$ cat config.mk
export PLATFORM = sky130hd
export DESIGN_NAME = zone_fan_pwm_slew_limiter
export DESIGN_NICKNAME = d
export VERILOG_FILES = /design/src/sv/zfps_pkg.sv /design/src/sv/zone_fan_pwm_slew_limiter.sv /design/src/sv/zfps_front.sv /design/src/sv/zfps_queue.sv /design/src/sv/zfps_back.sv
export VERILOG_INCLUDE_DIRS = /design/src /design/src/sv
export SDC_FILE = /design/constraint.sdc
export NUM_CORES = 1
export LEC_CHECK = 0
export BUFFER_PORTS_ARGS = -buffer_cell sky130_fd_sc_hd__clkbuf_2
export CORE_MARGIN = 2
export CORE_UTILIZATION = 63
export CTS_CLUSTER_SIZE = 20
export DETAILED_ROUTE_END_ITERATION = 6
export HOLD_SLACK_MARGIN = 0.15
export PLACE_DENSITY = 0.8
export SETUP_SLACK_MARGIN = 0.1
export SYNTH_ARGS = -nofsm -noshare
export SYNTH_HDL_FRONTEND = slang
export SYNTH_SLANG_ARGS = --single-unit
$ cat constraint.sdc
create_clock -name clk -period 7.35 [get_ports clk]
set_clock_uncertainty 0.05 [all_clocks]
set_input_delay 1.47 -clock clk [delete_from_list [all_inputs] [get_ports clk]]
set_output_delay 1.47 -clock clk [all_outputs]
set_load 0.05 [all_outputs]
$ cat src/sv/zone_fan_pwm_slew_limiter_assert.svh
// ----------------------------------------------------------------------------
// Zone fan PWM slew limiter assertion macros
// Shorthand for clocked checks with the block's clk and rst.
// ----------------------------------------------------------------------------
`ifndef ZONE_FAN_PWM_SLEW_LIMITER_ASSERT_SVH
`define ZONE_FAN_PWM_SLEW_LIMITER_ASSERT_SVH

// same-cycle implication
`define ZFPS_ASSERT_IMP(label, ante, cons) \
  label: assert property (@(posedge clk) disable iff (rst) (ante) |-> (cons)) \
    else $error("zfps: assertion failed");

// next-cycle implication
`define ZFPS_ASSERT_NXT(label, ante, cons) \
  label: assert property (@(posedge clk) disable iff (rst) (ante) |=> (cons)) \
    else $error("zfps: assertion failed");

`endif

$ cat src/sv/zfps_pkg.sv
// ----------------------------------------------------------------------------
// zfps_pkg
// Types, constants and helpers shared by the zone fan PWM slew limiter.
// ----------------------------------------------------------------------------
package zfps_pkg;

  localparam int MAX_SOURCES = 16;
  localparam int START_PWM   = 0;

  localparam int PCT_W   = 7;
  localparam int RAW_W   = 8;
  localparam int DATA_W  = 8;
  localparam int IDX_W   = 3;
  localparam int CNT_W   = $clog2(MAX_SOURCES + 1);
  localparam int SUM_W   = PCT_W + $clog2(MAX_SOURCES);
  localparam int REM_W   = $clog2(2 * MAX_SOURCES) + 1;
  localparam int DIV_W   = $clog2(SUM_W);
  localparam int NUM_W   = 15;
  localparam int RCP_W   = 13;
  localparam int RCP_SH  = 19;
  localparam int QDEPTH  = 2;
  localparam int QPTR_W  = $clog2(QDEPTH);
  localparam int QCNT_W  = $clog2(QDEPTH + 1);

  localparam logic [PCT_W-1:0] PCT_FULL  = PCT_W'(100);
  // floor(x/100) == (x * 5243) >> 19 for every x below 2^15
  localparam logic [RCP_W-1:0] RECIP_100 = RCP_W'(5243);

  typedef enum logic [IDX_W-1:0] {
    REG_ZONE_MODE   = 3'd0,
    REG_SLEW_STEP   = 3'd1,
    REG_PWM_UPPER   = 3'd2,
    REG_PWM_LOWER   = 3'd3,
    REG_BOOST_FLOOR = 3'd4,
    REG_HOLD_PWM    = 3'd5,
    REG_RAW_MIN     = 3'd6,
    REG_RAW_MAX     = 3'd7
  } reg_idx_t;

  typedef enum logic [1:0] {
    MODE_MAX = 2'd0,
    MODE_MIN = 2'd1,
    MODE_AVG = 2'd2,
    MODE_OFF = 2'd3
  } zone_mode_t;

  typedef enum logic [2:0] {
    B_IDLE,
    B_DIV,
    B_ZONE,
    B_FAN,
    B_MUL_HI,
    B_MUL_LO,
    B_RECIP,
    B_OUT
  } back_state_t;

  typedef struct packed {
    zone_mode_t         zone_mode;
    logic [PCT_W-1:0]   slew_step;
    logic [PCT_W-1:0]   pwm_upper;
    logic [PCT_W-1:0]   pwm_lower;
    logic [PCT_W-1:0]   boost_floor;
    logic signed [7:0]  hold_pwm;
    logic [RAW_W-1:0]   raw_min;
    logic [RAW_W-1:0]   raw_max;
  } cfg_t;

  // one finished zone accumulation
  typedef struct packed {
    logic [SUM_W-1:0] value;
    logic [CNT_W-1:0] count;
    logic             boost;
  } rec_t;

  typedef struct packed {
    logic full;
    logic empty;
  } q_stat_t;

  function automatic logic [PCT_W-1:0] sat100(input logic [PCT_W-1:0] v);
    return (v > PCT_FULL) ? PCT_FULL : v;
  endfunction

endpackage

$ cat src/sv/zone_fan_pwm_slew_limiter.sv
// ----------------------------------------------------------------------------
// Zone fan PWM slew limiter
// Aggregates per-source demands into a zone value and drives a fan duty.
// ----------------------------------------------------------------------------
// Input channel: one item per source (demand, present, last, boost); the item
// with last set closes a zone update and produces exactly one result.
// Output channel: zone_pwm, fan_pwm and raw_pwm of that update.
// Items that are not last are taken one per cycle while the queue is not
// full. A closed update goes through a two-entry queue to the back end,
// which then steps through its zone, fan, multiply, reciprocal and output
// states (in average mode an 11-step shift and subtract divider first forms
// sum / count). The back end handles one update at a time.
// in_stall rises only when the queue is full; out_stall holds the result in
// the output register and the back end waits, the front keeps accumulating.
// Configuration registers are written through wr_en, wr_index, wr_data and
// should change only while no update is in flight.
// Reset clears the accumulation, the queue and out_valid, restores the
// register defaults and sets the current fan percentage to its start value.
// ----------------------------------------------------------------------------
module zone_fan_pwm_slew_limiter (
  input  logic                        clk,
  input  logic                        rst,
  input  logic                        in_valid,
  output logic                        in_stall,
  input  logic [zfps_pkg::PCT_W-1:0]  demand,
  input  logic                        present,
  input  logic                        last,
  input  logic                        boost,
  output logic                        out_valid,
  input  logic                        out_stall,
  output logic [zfps_pkg::PCT_W-1:0]  zone_pwm,
  output logic [zfps_pkg::PCT_W-1:0]  fan_pwm,
  output logic [zfps_pkg::RAW_W-1:0]  raw_pwm,
  input  logic                        wr_en,
  input  logic [zfps_pkg::IDX_W-1:0]  wr_index,
  input  logic [zfps_pkg::DATA_W-1:0] wr_data
);

  zfps_pkg::cfg_t    cfg;
  zfps_pkg::rec_t    rec, head;
  zfps_pkg::q_stat_t qstat;
  logic              push, pop;

  always_ff @(posedge clk) begin
    if (rst) begin
      cfg.zone_mode   <= zfps_pkg::MODE_MAX;
      cfg.slew_step   <= '0;
      cfg.pwm_upper   <= zfps_pkg::PCT_FULL;
      cfg.pwm_lower   <= '0;
      cfg.boost_floor <= zfps_pkg::PCT_FULL;
      cfg.hold_pwm    <= -8'sd1;
      cfg.raw_min     <= '0;
      cfg.raw_max     <= '1;
    end else if (wr_en) begin
      unique case (zfps_pkg::reg_idx_t'(wr_index))
        zfps_pkg::REG_ZONE_MODE:   cfg.zone_mode   <= zfps_pkg::zone_mode_t'(wr_data[1:0]);
        zfps_pkg::REG_SLEW_STEP:   cfg.slew_step   <= wr_data[zfps_pkg::PCT_W-1:0];
        zfps_pkg::REG_PWM_UPPER:   cfg.pwm_upper   <= wr_data[zfps_pkg::PCT_W-1:0];
        zfps_pkg::REG_PWM_LOWER:   cfg.pwm_lower   <= wr_data[zfps_pkg::PCT_W-1:0];
        zfps_pkg::REG_BOOST_FLOOR: cfg.boost_floor <= wr_data[zfps_pkg::PCT_W-1:0];
        zfps_pkg::REG_HOLD_PWM:    cfg.hold_pwm    <= $signed(wr_data);
        zfps_pkg::REG_RAW_MIN:     cfg.raw_min     <= wr_data;
        zfps_pkg::REG_RAW_MAX:     cfg.raw_max     <= wr_data;
      endcase
    end
  end

  zfps_front u_front (
    .clk       (clk),
    .rst       (rst),
    .in_valid  (in_valid),
    .in_stall  (in_stall),
    .demand    (demand),
    .present   (present),
    .last      (last),
    .boost     (boost),
    .zone_mode (cfg.zone_mode),
    .qstat     (qstat),
    .push      (push),
    .rec       (rec)
  );

  zfps_queue u_queue (
    .clk    (clk),
    .rst    (rst),
    .push   (push),
    .wr_rec (rec),
    .pop    (pop),
    .head   (head),
    .qstat  (qstat)
  );

  zfps_back u_back (
    .clk       (clk),
    .rst       (rst),
    .cfg       (cfg),
    .head      (head),
    .qstat     (qstat),
    .pop       (pop),
    .out_valid (out_valid),
    .out_stall (out_stall),
    .zone_pwm  (zone_pwm),
    .fan_pwm   (fan_pwm),
    .raw_pwm   (raw_pwm)
  );

`include "zone_fan_pwm_slew_limiter_assert.svh"

  `ZFPS_ASSERT_IMP(a_queue_no_overflow, push, !qstat.full)
  `ZFPS_ASSERT_NXT(a_push_fills_queue, push && qstat.empty, !qstat.empty)
  `ZFPS_ASSERT_IMP(a_pct_in_range, out_valid, fan_pwm <= 7'd100 && zone_pwm <= 7'd100)
  `ZFPS_ASSERT_IMP(a_raw_in_range, out_valid && cfg.raw_min <= cfg.raw_max,
                   raw_pwm >= cfg.raw_min && raw_pwm <= cfg.raw_max)

endmodule

$ cat src/sv/zfps_front.sv
// ----------------------------------------------------------------------------
// zfps_front
// Accepts source items and folds present demands into a running value.
// ----------------------------------------------------------------------------
module zfps_front (
  input  logic                       clk,
  input  logic                       rst,
  input  logic                       in_valid,
  output logic                       in_stall,
  input  logic [zfps_pkg::PCT_W-1:0] demand,
  input  logic                       present,
  input  logic                       last,
  input  logic                       boost,
  input  zfps_pkg::zone_mode_t       zone_mode,
  input  zfps_pkg::q_stat_t          qstat,
  output logic                       push,
  output zfps_pkg::rec_t             rec
);

  logic [zfps_pkg::SUM_W-1:0] value, value_next, val_fold;
  logic [zfps_pkg::CNT_W-1:0] count, count_next, cnt_fold;
  logic [zfps_pkg::PCT_W-1:0] dem;
  logic                       take, acc;

  assign in_stall = qstat.full;
  assign acc      = in_valid && !in_stall;

  always_comb begin
    dem      = zfps_pkg::sat100(demand);
    take     = present && (count < zfps_pkg::CNT_W'(zfps_pkg::MAX_SOURCES));
    val_fold = value;
    unique case (zone_mode)
      zfps_pkg::MODE_MAX: begin
        if (count == '0 || zfps_pkg::SUM_W'(dem) > value) val_fold = zfps_pkg::SUM_W'(dem);
      end
      zfps_pkg::MODE_MIN: begin
        if (count == '0 || zfps_pkg::SUM_W'(dem) < value) val_fold = zfps_pkg::SUM_W'(dem);
      end
      zfps_pkg::MODE_AVG: val_fold = value + zfps_pkg::SUM_W'(dem);
      zfps_pkg::MODE_OFF: val_fold = value;
    endcase
    if (!take) val_fold = value;
    cnt_fold = take ? count + zfps_pkg::CNT_W'(1) : count;

    push      = acc && last;
    rec.value = val_fold;
    rec.count = cnt_fold;
    rec.boost = boost;

    value_next = value;
    count_next = count;
    if (acc) begin
      // a zone update ends on the last item and accumulation restarts
      value_next = last ? '0 : val_fold;
      count_next = last ? '0 : cnt_fold;
    end
  end

  always_ff @(posedge clk) begin
    if (rst) begin
      value <= '0;
      count <= '0;
    end else begin
      value <= value_next;
      count <= count_next;
    end
  end

endmodule

$ cat src/sv/zfps_queue.sv
// ----------------------------------------------------------------------------
// zfps_queue
// Short FIFO of finished zone records between the front and back parts.
// ----------------------------------------------------------------------------
module zfps_queue (
  input  logic              clk,
  input  logic              rst,
  input  logic              push,
  input  zfps_pkg::rec_t    wr_rec,
  input  logic              pop,
  output zfps_pkg::rec_t    head,
  output zfps_pkg::q_stat_t qstat
);

  zfps_pkg::rec_t              entries [zfps_pkg::QDEPTH];
  logic [zfps_pkg::QPTR_W-1:0] wptr, rptr;
  logic [zfps_pkg::QCNT_W-1:0] fill;

  assign head        = entries[rptr];
  assign qstat.full  = (fill == zfps_pkg::QCNT_W'(zfps_pkg::QDEPTH));
  assign qstat.empty = (fill == '0);

  always_ff @(posedge clk) begin
    if (push) entries[wptr] <= wr_rec;
  end

  always_ff @(posedge clk) begin
    if (rst) begin
      wptr <= '0;
      rptr <= '0;
      fill <= '0;
    end else begin
      if (push) wptr <= (wptr == zfps_pkg::QPTR_W'(zfps_pkg::QDEPTH - 1)) ? '0 : wptr + 1'b1;
      if (pop)  rptr <= (rptr == zfps_pkg::QPTR_W'(zfps_pkg::QDEPTH - 1)) ? '0 : rptr + 1'b1;
      unique case ({push, pop})
        2'b10:   fill <= fill + 1'b1;
        2'b01:   fill <= fill - 1'b1;
        default: fill <= fill;
      endcase
    end
  end

endmodule

$ cat src/sv/zfps_back.sv
// ----------------------------------------------------------------------------
// zfps_back
// Forms the zone value, applies slew, clamps and hold, scales to raw duty.
// ----------------------------------------------------------------------------
module zfps_back (
  input  logic                       clk,
  input  logic                       rst,
  input  zfps_pkg::cfg_t             cfg,
  input  zfps_pkg::rec_t             head,
  input  zfps_pkg::q_stat_t          qstat,
  output logic                       pop,
  output logic                       out_valid,
  input  logic                       out_stall,
  output logic [zfps_pkg::PCT_W-1:0] zone_pwm,
  output logic [zfps_pkg::PCT_W-1:0] fan_pwm,
  output logic [zfps_pkg::RAW_W-1:0] raw_pwm
);

  localparam int QM_W = zfps_pkg::NUM_W + zfps_pkg::RCP_W;

  zfps_pkg::back_state_t state, state_next;

  logic [zfps_pkg::SUM_W-1:0] rv, dq;
  logic [zfps_pkg::CNT_W-1:0] cnt;
  logic                       bst;
  logic [zfps_pkg::REM_W-1:0] rem, rem_t;
  logic [zfps_pkg::DIV_W-1:0] step_cnt;
  logic                       ge;
  logic [zfps_pkg::PCT_W-1:0] zone, fan, cur;
  logic [zfps_pkg::NUM_W-1:0] num;
  logic [QM_W-1:0]            qm;

  logic [zfps_pkg::SUM_W-1:0] zsel;
  logic [zfps_pkg::PCT_W-1:0] bfl, zone_c;
  logic [zfps_pkg::PCT_W-1:0] stp, up, lo, diff, fan_c;
  logic [zfps_pkg::PCT_W:0]   up_sum;
  logic [8:0]                 v;
  logic [zfps_pkg::RAW_W-1:0] raw_c;
  logic                       load_out;

  // restoring divide step
  always_comb begin
    rem_t = {rem[zfps_pkg::REM_W-2:0], dq[zfps_pkg::SUM_W-1]};
    ge    = (rem_t >= zfps_pkg::REM_W'(cnt));
  end

  // zone value after mode and boost
  always_comb begin
    zsel = '0;
    if (cnt != '0) begin
      unique case (cfg.zone_mode)
        zfps_pkg::MODE_MAX, zfps_pkg::MODE_MIN: zsel = rv;
        zfps_pkg::MODE_AVG:                     zsel = dq;
        zfps_pkg::MODE_OFF:                     zsel = '0;
      endcase
    end
    bfl = zfps_pkg::sat100(cfg.boost_floor);
    if (bst && zsel < zfps_pkg::SUM_W'(bfl)) zsel = zfps_pkg::SUM_W'(bfl);
    zone_c = (zsel > zfps_pkg::SUM_W'(zfps_pkg::PCT_FULL)) ? zfps_pkg::PCT_FULL
                                                          : zsel[zfps_pkg::PCT_W-1:0];
  end

  // slew toward the zone value, then clamp and hold
  always_comb begin
    stp    = zfps_pkg::sat100(cfg.slew_step);
    up     = zfps_pkg::sat100(cfg.pwm_upper);
    lo     = zfps_pkg::sat100(cfg.pwm_lower);
    diff   = (cur > zone) ? cur - zone : zone - cur;
    up_sum = {1'b0, cur} + {1'b0, stp};
    fan_c  = zone;
    if (stp != '0 && cur != '0 && diff > stp) begin
      fan_c = (zone > cur) ? up_sum[zfps_pkg::PCT_W-1:0] : cur - stp;
    end
    if (fan_c > up) fan_c = up;
    if (fan_c < lo) fan_c = lo;
    if (!cfg.hold_pwm[7]) fan_c = zfps_pkg::sat100(cfg.hold_pwm[zfps_pkg::PCT_W-1:0]);
  end

  // raw duty clamp, low bound first
  always_comb begin
    v = qm[zfps_pkg::RCP_SH +: 9];
    if (v < {1'b0, cfg.raw_min}) begin
      raw_c = cfg.raw_min;
    end else if (v > {1'b0, cfg.raw_max}) begin
      raw_c = cfg.raw_max;
    end else begin
      raw_c = v[zfps_pkg::RAW_W-1:0];
    end
  end

  always_comb begin
    state_next = state;
    pop        = 1'b0;
    load_out   = 1'b0;
    unique case (state)
      zfps_pkg::B_IDLE: begin
        if (!qstat.empty) begin
          pop = 1'b1;
          state_next = (cfg.zone_mode == zfps_pkg::MODE_AVG && head.count != '0)
                       ? zfps_pkg::B_DIV : zfps_pkg::B_ZONE;
        end
      end
      zfps_pkg::B_DIV: begin
        if (step_cnt == zfps_pkg::DIV_W'(zfps_pkg::SUM_W - 1)) state_next = zfps_pkg::B_ZONE;
      end
      zfps_pkg::B_ZONE:   state_next = zfps_pkg::B_FAN;
      zfps_pkg::B_FAN:    state_next = zfps_pkg::B_MUL_HI;
      zfps_pkg::B_MUL_HI: state_next = zfps_pkg::B_MUL_LO;
      zfps_pkg::B_MUL_LO: state_next = zfps_pkg::B_RECIP;
      zfps_pkg::B_RECIP:  state_next = zfps_pkg::B_OUT;
      zfps_pkg::B_OUT: begin
        if (!out_valid || !out_stall) begin
          load_out   = 1'b1;
          state_next = zfps_pkg::B_IDLE;
        end
      end
      default: state_next = zfps_pkg::B_IDLE;
    endcase
  end

  always_ff @(posedge clk) begin
    if (rst) begin
      state     <= zfps_pkg::B_IDLE;
      out_valid <= 1'b0;
      cur       <= zfps_pkg::PCT_W'(zfps_pkg::START_PWM);
    end else begin
      state <= state_next;
      if (load_out) begin
        out_valid <= 1'b1;
      end else if (!out_stall) begin
        out_valid <= 1'b0;
      end
      if (state == zfps_pkg::B_FAN) cur <= fan_c;
    end
  end

  always_ff @(posedge clk) begin
    unique case (state)
      zfps_pkg::B_IDLE: begin
        rv       <= head.value;
        cnt      <= head.count;
        bst      <= head.boost;
        dq       <= head.value;
        rem      <= '0;
        step_cnt <= '0;
      end
      zfps_pkg::B_DIV: begin
        dq       <= {dq[zfps_pkg::SUM_W-2:0], ge};
        rem      <= ge ? rem_t - zfps_pkg::REM_W'(cnt) : rem_t;
        step_cnt <= step_cnt + 1'b1;
      end
      zfps_pkg::B_ZONE: zone <= zone_c;
      zfps_pkg::B_FAN:  fan  <= fan_c;
      // num = raw_max * pct + raw_min * (100 - pct), never above 25500
      zfps_pkg::B_MUL_HI: num <= zfps_pkg::NUM_W'(cfg.raw_max * fan);
      zfps_pkg::B_MUL_LO: num <= num + zfps_pkg::NUM_W'(cfg.raw_min * (zfps_pkg::PCT_FULL - fan));
      zfps_pkg::B_RECIP:  qm  <= num * zfps_pkg::RECIP_100;
      zfps_pkg::B_OUT: begin
        if (load_out) begin
          zone_pwm <= zone;
          fan_pwm  <= fan;
          raw_pwm  <= raw_c;
        end
      end
      default: ;
    endcase
  end

endmodule

==> results.txt <==
Status -> complete, no violations
Number of flops mapped to enable cells by yosys -> 131
Met1 usage -> 35.9%
Die Wd -> 182 µm
Ys Warns -> 0
# diodes -> 0
Util after Layout -> 68.3%
Post-synth ARST share -> 0%
Most Frequent Cell on Critical Path -> a21o_1
Sum Neg Setup Slack -> 0 ns
Final Cycle Share -> 95.2%
Top cell type's share of synthesized area -> 19.7%
Post-synthesis sequential area ratio -> 28.4%
Cell area after layout -> 21,400 µm²
Vias per inst -> 5.89
Pin count of the biggest net entering global routing -> 60
CTS clk-pin slew, worst paths -> 0.07 ns
TritonCTS clock tree -> built
CTS buffer count -> 22
Initial core utilization -> 63.5%
Antenna viol nets, final -> 0
Worst slew pin tran -> 1.06 ns
Layout cell share with drive strength beyond 1 -> 8.64%
Final hold violation count -> 0
Largest cells by area after synthesis -> edfxtp_1, fa_1, ha_1, dfxtp_1, inv_1
CTS root buf -> clkbuf_16
Worst EP required -> 7.55 ns
CP max FO -> 8
Crit path time final -> 7.00 ns
GR Util met2 -> 50.3%
I/O Pins -> 50
IO buf count -> 49
Max incr delay on CP -> 0.51 ns
Number of global-route vias before repair -> 15,200
Final wirelength -> 46,700 µm
Placed inst area -> 20,600 µm²
Commonest cells in the netlist -> inv_1, ha_1, nand2_1
Slew Limit Fails -> 0
GPL Wtd Cong -> 0.914
Initial detailed-routing violation count -> 943
Synth Register Bits -> 217
RSZ-0062 raised after global routing -> no
Rows -> 65
Fillers -> 2,347
CP Data Arrival Time -> 7.19 ns
Setup violators final -> 0
Synth Area per Inst -> 9.64 µm²
Clock Path Buffers -> 3
Most numerous cell in the Yosys netlist -> inv_1
Met3 Use GR -> 2.73%
Placeable core region -> 31,400 µm²
H-tree depth -> 1
Vias -> 14,900
Syn nets -> 2,512
Crit path max-delay cell type -> edfxtp_1
Post-synthesis cell count -> 2,068
Detailed Place HPWL -> 37,000 µm
Area added between synthesis and finish -> 7.52%
Max-cap viol count -> 0
Overflow after GRT -> 0
Post-layout nets -> 2,547
Critical Path End Type -> flop
Hold Path Class -> reg2reg
Worst setup SP type -> flop
Gr usage total -> 28.7%
First-pass GRT wire length -> 76,100 µm
Die ar. -> 33,100 µm²
Worst Setup Path Type -> reg2reg
Synth Cell Area -> 19,900 µm²
Yosys cell types -> 77
Worst rel slew slack -> 28.7%
Worst-Skew Late Latency -> 0.52 ns
Die Ht -> 182 µm
Synth Flop Type -> edfxtp_1
Most Crowded Layer GR -> met2
Antenna violations before repair -> 0
Sinks on Clock Net -> 217
Top cell type by total area after synthesis -> edfxtp_1
Fmax -> 0.143 GHz
Hold_buf cts -> 0
Drt wl/cell -> 18.5 µm
DRC violations left -> 0
First drt pass iteration count -> 7
==> repair_timing <==
item	CTS	global route
setup buffers	0	6
endpoints found under the setup margin	4	14
pin swaps	0	3
hold endpoints to repair	0	0
resized for setup	1	21
==> area by class of cell <==
class | count | area [µm²] | area share [%]
Clock buffer | 24 | 558 | 2.60
Clock inverter | 16 | 178 | 0.829
Inverter | 320 | 1200 | 5.60
Multi-Input combinational cell | 1472 | 12900 | 60.3
Sequential cell | 217 | 5660 | 26.4
Tap cell | 402 | 503 | 2.35
Timing Repair Buffer | 70 | 407 | 1.90
==> worst paths after layout <==
kind	start	endpoint	slack (ns)	cells after the start
max	u_back.zone[1]	u_back.fan[4]	0.35	33
min	cfg[17]	cfg[17]	0.44	2
max reg2reg	u_back.zone[1]	u_back.fan[4]	0.35	33
min reg2reg	cfg[17]	cfg[17]	0.44	2
==> sequential cells by signal, summed over array words and instances (netlist names), 2 cells and up, named ones only <==
name	flops
u_front.count	5
u_back.rv	11
u_queue.entries	34
u_back.raw_pwm	8
u_back.state	3
u_back.qm	9
u_back.zone	7
u_back.fan_pwm	7
u_front.value	11
u_back.dq	11
u_back.cnt	5
u_back.fan	7
u_back.cur	7
u_back.num	15
u_back.rem	5
u_back.zone_pwm	7
cfg	54
u_queue.fill	2
u_back.step_cnt	4
==> layout by cell type (no fill, tap or decap), types with 25 or more instances in the layout <==
cell type and n:
inv_1 319, nand2_1 203, mux2i_1 51, a21o_1 31
clkbuf_2 49, nor2b_1 34, xnor2_1 46, edfxtp_1 131
nand2b_1 25, nor2_1 152, dfxtp_1 85, a21oi_1 105
fa_1 168, ha_1 247, o21ai_0 62, mux2_2 38
xor2_1 29, and2_1 42
==> worst max-delay path: cells and delay by family (launching register included) <==
| family | cells | cell delay [ns] |
|---|---|---|
| muxes | 3 | 0.94 |
| AOI/OAI and AO/OA | 14 | 2.49 |
| buffers and inverters | 4 | 0.46 |
| DFF | 1 | 0.51 |
| adders and majority gates | 4 | 1.35 |
| xor gates and xnor gates | 1 | 0.15 |
| and+or+nand+nor | 7 | 0.76 |
==> layer usage <==
metal,share of wire (%),vias up
li1,-,7015
met1,42,7223
met2,49,491
met3,4.8,125
met4,4.7,0
met5,0,-
==> logic make-up after synthesis <==
| family | after synthesis | synth area share, % |
|---|---|---|
| AOI/OAI and AO/OA | 334 | 10.9 |
| and+or+nand+nor | 550 | 12.7 |
| muxes | 95 | 5.05 |
| DFF | 217 | 28.4 |
| buffers and inverters | 379 | 7.16 |
| adders and majority gates | 418 | 32.6 |
| xor gates and xnor gates | 75 | 3.30 |
==> metrics by stage <==
| step | cells | hold slack [ns] | setup WS (ns) |
|---|---|---|---|
| after floorplan | 2068 | 0.374 | 0.610 |
| final | 2521 | 0.442 | 0.352 |
| after detailed placement | 2475 | 0.425 | 0.0324 |
| after CTS | 2515 | 0.439 | 0.185 |
| after global placement | 2475 | 0.415 | 0.233 |
| after global routing | 2521 | 0.459 | 0.0177 |
Power is left out: the tool's default activity adds up to more than one toggle a clock period on the data nets, which glitch-free logic cannot reach.
